<file path="src/rtl/core/grne_pkg.sv">
`timescale 1ns / 1ps
// shared types and constants for the grid radius neighbour edge scanner
package grne_pkg;

    localparam int FIELD_W    = 9;
    localparam int OPCODE_W   = 2;
    localparam int RADIUS_W   = 7;
    localparam int IN_DATA_W  = 24;
    localparam int OUT_DATA_W = 40;

    localparam logic [RADIUS_W-1:0] RADIUS_RESET = 7'd60;

    localparam logic [OPCODE_W-1:0] OP_WRITE = 2'd0;
    localparam logic [OPCODE_W-1:0] OP_START = 2'd1;
    localparam logic [OPCODE_W-1:0] OP_STEP  = 2'd2;

    typedef struct packed {
        logic on_grid;
        logic in_range;
    } geom_status_t;

endpackage

</file>
<file path="src/rtl/core/grne_geom.sv">
`timescale 1ns / 1ps
// window geometry: candidate coordinates, grid bounds and squared distance test
module grne_geom import grne_pkg::*; #(
    parameter int GRID_ROWS  = 512,
    parameter int GRID_COLS  = 512,
    parameter int MAX_RADIUS = 127,
    localparam int ROW_W = $clog2(GRID_ROWS),
    localparam int COL_W = $clog2(GRID_COLS),
    localparam int RAD_W = $clog2(MAX_RADIUS + 1),
    localparam int OFF_W = RAD_W + 1
) (
    input  logic             clk,
    input  logic             calc_en,
    input  logic             cmp_en,
    input  logic [ROW_W-1:0] src_row,
    input  logic [COL_W-1:0] src_col,
    input  logic [OFF_W-1:0] row_off,
    input  logic [OFF_W-1:0] col_off,
    input  logic [RAD_W-1:0] radius,
    output logic [ROW_W-1:0] cand_row,
    output logic [COL_W-1:0] cand_col,
    output geom_status_t     status
);

    localparam int D_W  = OFF_W + 1;
    localparam int SQ_W = 2 * D_W;
    localparam int SR_W = ((ROW_W > D_W) ? ROW_W : D_W) + 2;
    localparam int SC_W = ((COL_W > D_W) ? COL_W : D_W) + 2;

    logic signed [D_W-1:0]  di;
    logic signed [D_W-1:0]  dj;
    logic signed [SQ_W-1:0] di_sq_next;
    logic signed [SQ_W-1:0] dj_sq_next;
    logic [SQ_W-1:0]        r_sq_next;
    logic signed [SR_W-1:0] a;
    logic signed [SC_W-1:0] b;
    logic                   inside_next;
    logic [SQ_W:0]          dist_sq;
    logic                   in_range_next;

    logic [SQ_W-1:0]  di_sq_reg;
    logic [SQ_W-1:0]  dj_sq_reg;
    logic [SQ_W-1:0]  r_sq_reg;
    logic [ROW_W-1:0] cand_row_reg;
    logic [COL_W-1:0] cand_col_reg;
    logic             inside_reg;
    logic             in_range_reg;

    // offsets run from 0 to 2r-1, so di and dj span -r..r-1
    always_comb
    begin
        di = signed'({1'b0, row_off}) - D_W'(signed'({1'b0, radius}));
        dj = signed'({1'b0, col_off}) - D_W'(signed'({1'b0, radius}));
        di_sq_next = SQ_W'(di) * SQ_W'(di);
        dj_sq_next = SQ_W'(dj) * SQ_W'(dj);
        r_sq_next  = SQ_W'(radius) * SQ_W'(radius);
        a = SR_W'(signed'({1'b0, src_row})) + SR_W'(di);
        b = SC_W'(signed'({1'b0, src_col})) + SC_W'(dj);
        inside_next = !a[SR_W-1] && (a < signed'(SR_W'(GRID_ROWS)))
                   && !b[SC_W-1] && (b < signed'(SC_W'(GRID_COLS)));
        dist_sq = {1'b0, di_sq_reg} + {1'b0, dj_sq_reg};
        in_range_next = dist_sq <= {1'b0, r_sq_reg};
    end

    always_ff @(posedge clk)
    begin
        if (calc_en)
        begin
            di_sq_reg    <= di_sq_next;
            dj_sq_reg    <= dj_sq_next;
            r_sq_reg     <= r_sq_next;
            cand_row_reg <= a[ROW_W-1:0];
            cand_col_reg <= b[COL_W-1:0];
            inside_reg   <= inside_next;
        end
        if (cmp_en)
        begin
            in_range_reg <= in_range_next;
        end
    end

    assign cand_row        = cand_row_reg;
    assign cand_col        = cand_col_reg;
    assign status.on_grid  = inside_reg;
    assign status.in_range = in_range_reg;

endmodule
</file>
<file path="config.mk">
export PLATFORM = sky130hd
export DESIGN_NAME = grne_geom
export DESIGN_NICKNAME = d
export VERILOG_FILES = /design/src/rtl/core/grne_pkg.sv /design/src/rtl/core/grne_geom.sv
export SDC_FILE = /design/constraint.sdc
export NUM_CORES = 1
export LEC_CHECK = 0
export ABC_AREA = 1
export BUFFER_PORTS_ARGS = -buffer_cell sky130_fd_sc_hd__buf_4
export CAP_MARGIN = 20
export CORE_MARGIN = 3
export CORE_UTILIZATION = 50
export DETAILED_ROUTE_END_ITERATION = 12
export PLACE_DENSITY = 0.72
export SLEW_MARGIN = 20
export SYNTH_ARGS = -nofsm -noshare
export SYNTH_HDL_FRONTEND = slang
export SYNTH_SLANG_ARGS = --single-unit
</file>
<file path="constraint.sdc">
create_clock -name clk -period 10.2 [get_ports clk]
set_input_delay 2.04 -clock clk [delete_from_list [all_inputs] [get_ports clk]]
set_output_delay 2.04 -clock clk [all_outputs]
set_load 0.05 [all_outputs]
</file>
==> results.md <==
* Area share of the largest cell type after synthesis at roughly a quarter
* 1st-iter DRT viols at a little over 500
* Number of antenna diodes at 0
* Worst Path Arrival at a little over 8000 ps
* Syn-to-layout area delta at 9.208%
* Synth Area per Inst at around 8.6 sq um
* All-layer global routing usage at ~20%
* Layout cells sized above 1 at ~7.2%
* Synth cell count leaders: inv_1, nand2_1, ha_1, fa_1, nor2_1
* F_max at 122.1 MHz
* Critical Path RT at about 10,000 ps
* Port Buffers at 63
* Max cap viols at 0
* Total Negative Setup Slacks at 0 ps
* Clock slew at reported path FFs at roughly 50 ps
* Mapped Cells at 1,288
* Most common cell in the netlist: inv_1
* Synth top area cells: fa_1, ha_1, edfxtp_1
* Setup violations, final at 0
* Hold crit path type: flop to flop
* Smallest hold slack at just under 800 ps
* Kind of critical path: input pin to flop
* Final Cycle Share at 80.30%
* Starting Density at approximately 52%
* Horiz. Die Dim at around 150 um
* Synth async-reset ratio at 0%
* Synth Cell Area at about 11,000 sq um
* Max clock buf depth at 2
* Setup Skew at about 3.7 ps
* Crit. End Element: flop
* Largest net degree at the start of global routing at 67
* Mapped Nets at about 1,600
* Residual DRC at 0
* Critical path's largest stage delay at ~550 ps
* Die H at between 150 and 200 um
* CP startpoint kind: input pin
* FP Rows at 53
* Die area at around 24,000 sq um
* Clock Root Buffer: clkbuf_16
* Placeable Area at between 20,000 and 25,000 sq um
* Final hold violations at 0
* Vias in the first global route at 8,399
* Placed cell area at approximately 12,000 sq um
* CP max FO at 17
* Final Instance Area at about 12,000 sq um
* H-tree depth at 3
* Primary FF master, synth: edfxtp_1
* Slew @ Worst Pin at 895.2 ps
* Unrepaired setup endpoints after global routing: no
* Nets@finish at 1,687
* Total CTS buffers at 9
* Total gr overflow at 0
* Util after Layout at approximately 56%
* Final slew viol count at 0
* Largest area contributor in the netlist: fa_1
* Yosys cell types at 42
* Vias per cell at a little over 5
* Rel. slew slack at just over 40%
* Tmin final at slightly above 8000 ps
* Number of synthesized flops with an enable pin at 67
* Final Wtd Congestion at ~0.89
* First-pass GRT wire length at a little under 40 mm
* Slowest cell on the critical path: fa_1
* DP HPWL at slightly below 20 mm
* Seq/Total Area, Yosys at 18.26%
* Hold-fix buffer count after cts at 0
* Final ANT Viol Nets at 0
* TritonRoute pass-1 iters at 5
* Synth warn at 0
* CTS sink cnt at 67
* TritonCTS clock tree: yes
* Final WL at 23.03 mm
* Critical path's most frequent cell: nand2_1
* Initial antenna violation count at 0
* # Post-CTS Setup Buffers at 0
* Vias at a little over 8,000
* Ports at 64
* Flop2flop setup slack at ~7000 ps
* PostCTS Resize Cnt at 0
* Avg WL per Cell at 14.16 um
* Status: completed
* Synth Register Bits at 67
* Worst-Skew Late Latency at around 340 ps
cell usage in the layout (no fill, tap or decap), drive strengths merged, types with 35 or more instances in the layout:
master,n
a21oi,81
buf,63
edfxtp,67
fa,129
ha,167
inv,282
nand2,222
nand3,35
nor2,113
xor2,50
kinds of logic (layout without fill, tap and decap cells):
group | count (synthesis) | count (layout) | share of synthesized area, %
AND/OR/NAND/NOR | 394 | 394 | 14.68
buffers and inverters | 300 | 363 | 10.42
adder cells (fa/ha/maj) | 296 | 296 | 42.40
AO/OA/AOI/OAI | 147 | 147 | 7.494
XOR/XNOR | 84 | 84 | 6.745
flip-flops | 67 | 67 | 18.26
layer usage:
metal | routed length, um | GRT usage (%)
met1 | 11010 | 29.11
met2 | 10760 | 32.67
met3 | 882 | 2.462
met4 | 380 | 5.677
met5 | 0 | 0
area by class of cell:
cell class / count / area [sq um]
Fill cell: 1960 / 9319
Multi-Input combinational cell: 921 / 7859
Sequential cell: 67 / 2012
Inverter: 285 / 1070
Timing Repair Buffer: 63 / 473.0
Tap cell: 275 / 344.1
Clock buffer: 12 / 236.5
Clock inverter: 3 / 40.04
through the flow:
stage / worst slack (ps) / cells
6_report: 2009 / 1626
5_1_grt: 1535 / 1626
2_1_floorplan: 2225 / 1288
3_5_place_dp: 1669 / 1611
3_3_place_gp: 1862 / 1611
4_1_cts: 1996 / 1626
worst max-delay path: cells and delay by family:
kind / cells / cell delay (ps)
AO/OA/AOI/OAI: 4 / 560
AND/OR/NAND/NOR: 15 / 1690
buffers and inverters: 5 / 360
adder cells (fa/ha/maj): 8 / 3590
worst paths after layout:
kind                  from            end  cells after the start
min          dj_sq_reg[17]   in_range_reg                      4
min reg2reg  dj_sq_reg[17]   in_range_reg                      4
max              radius[0]  dj_sq_reg[15]                     32
max reg2reg   dj_sq_reg[5]   in_range_reg                     13
Power is left out: the tool's default activity adds up to more than one toggle a clock period on the data nets, which glitch-free logic cannot reach.
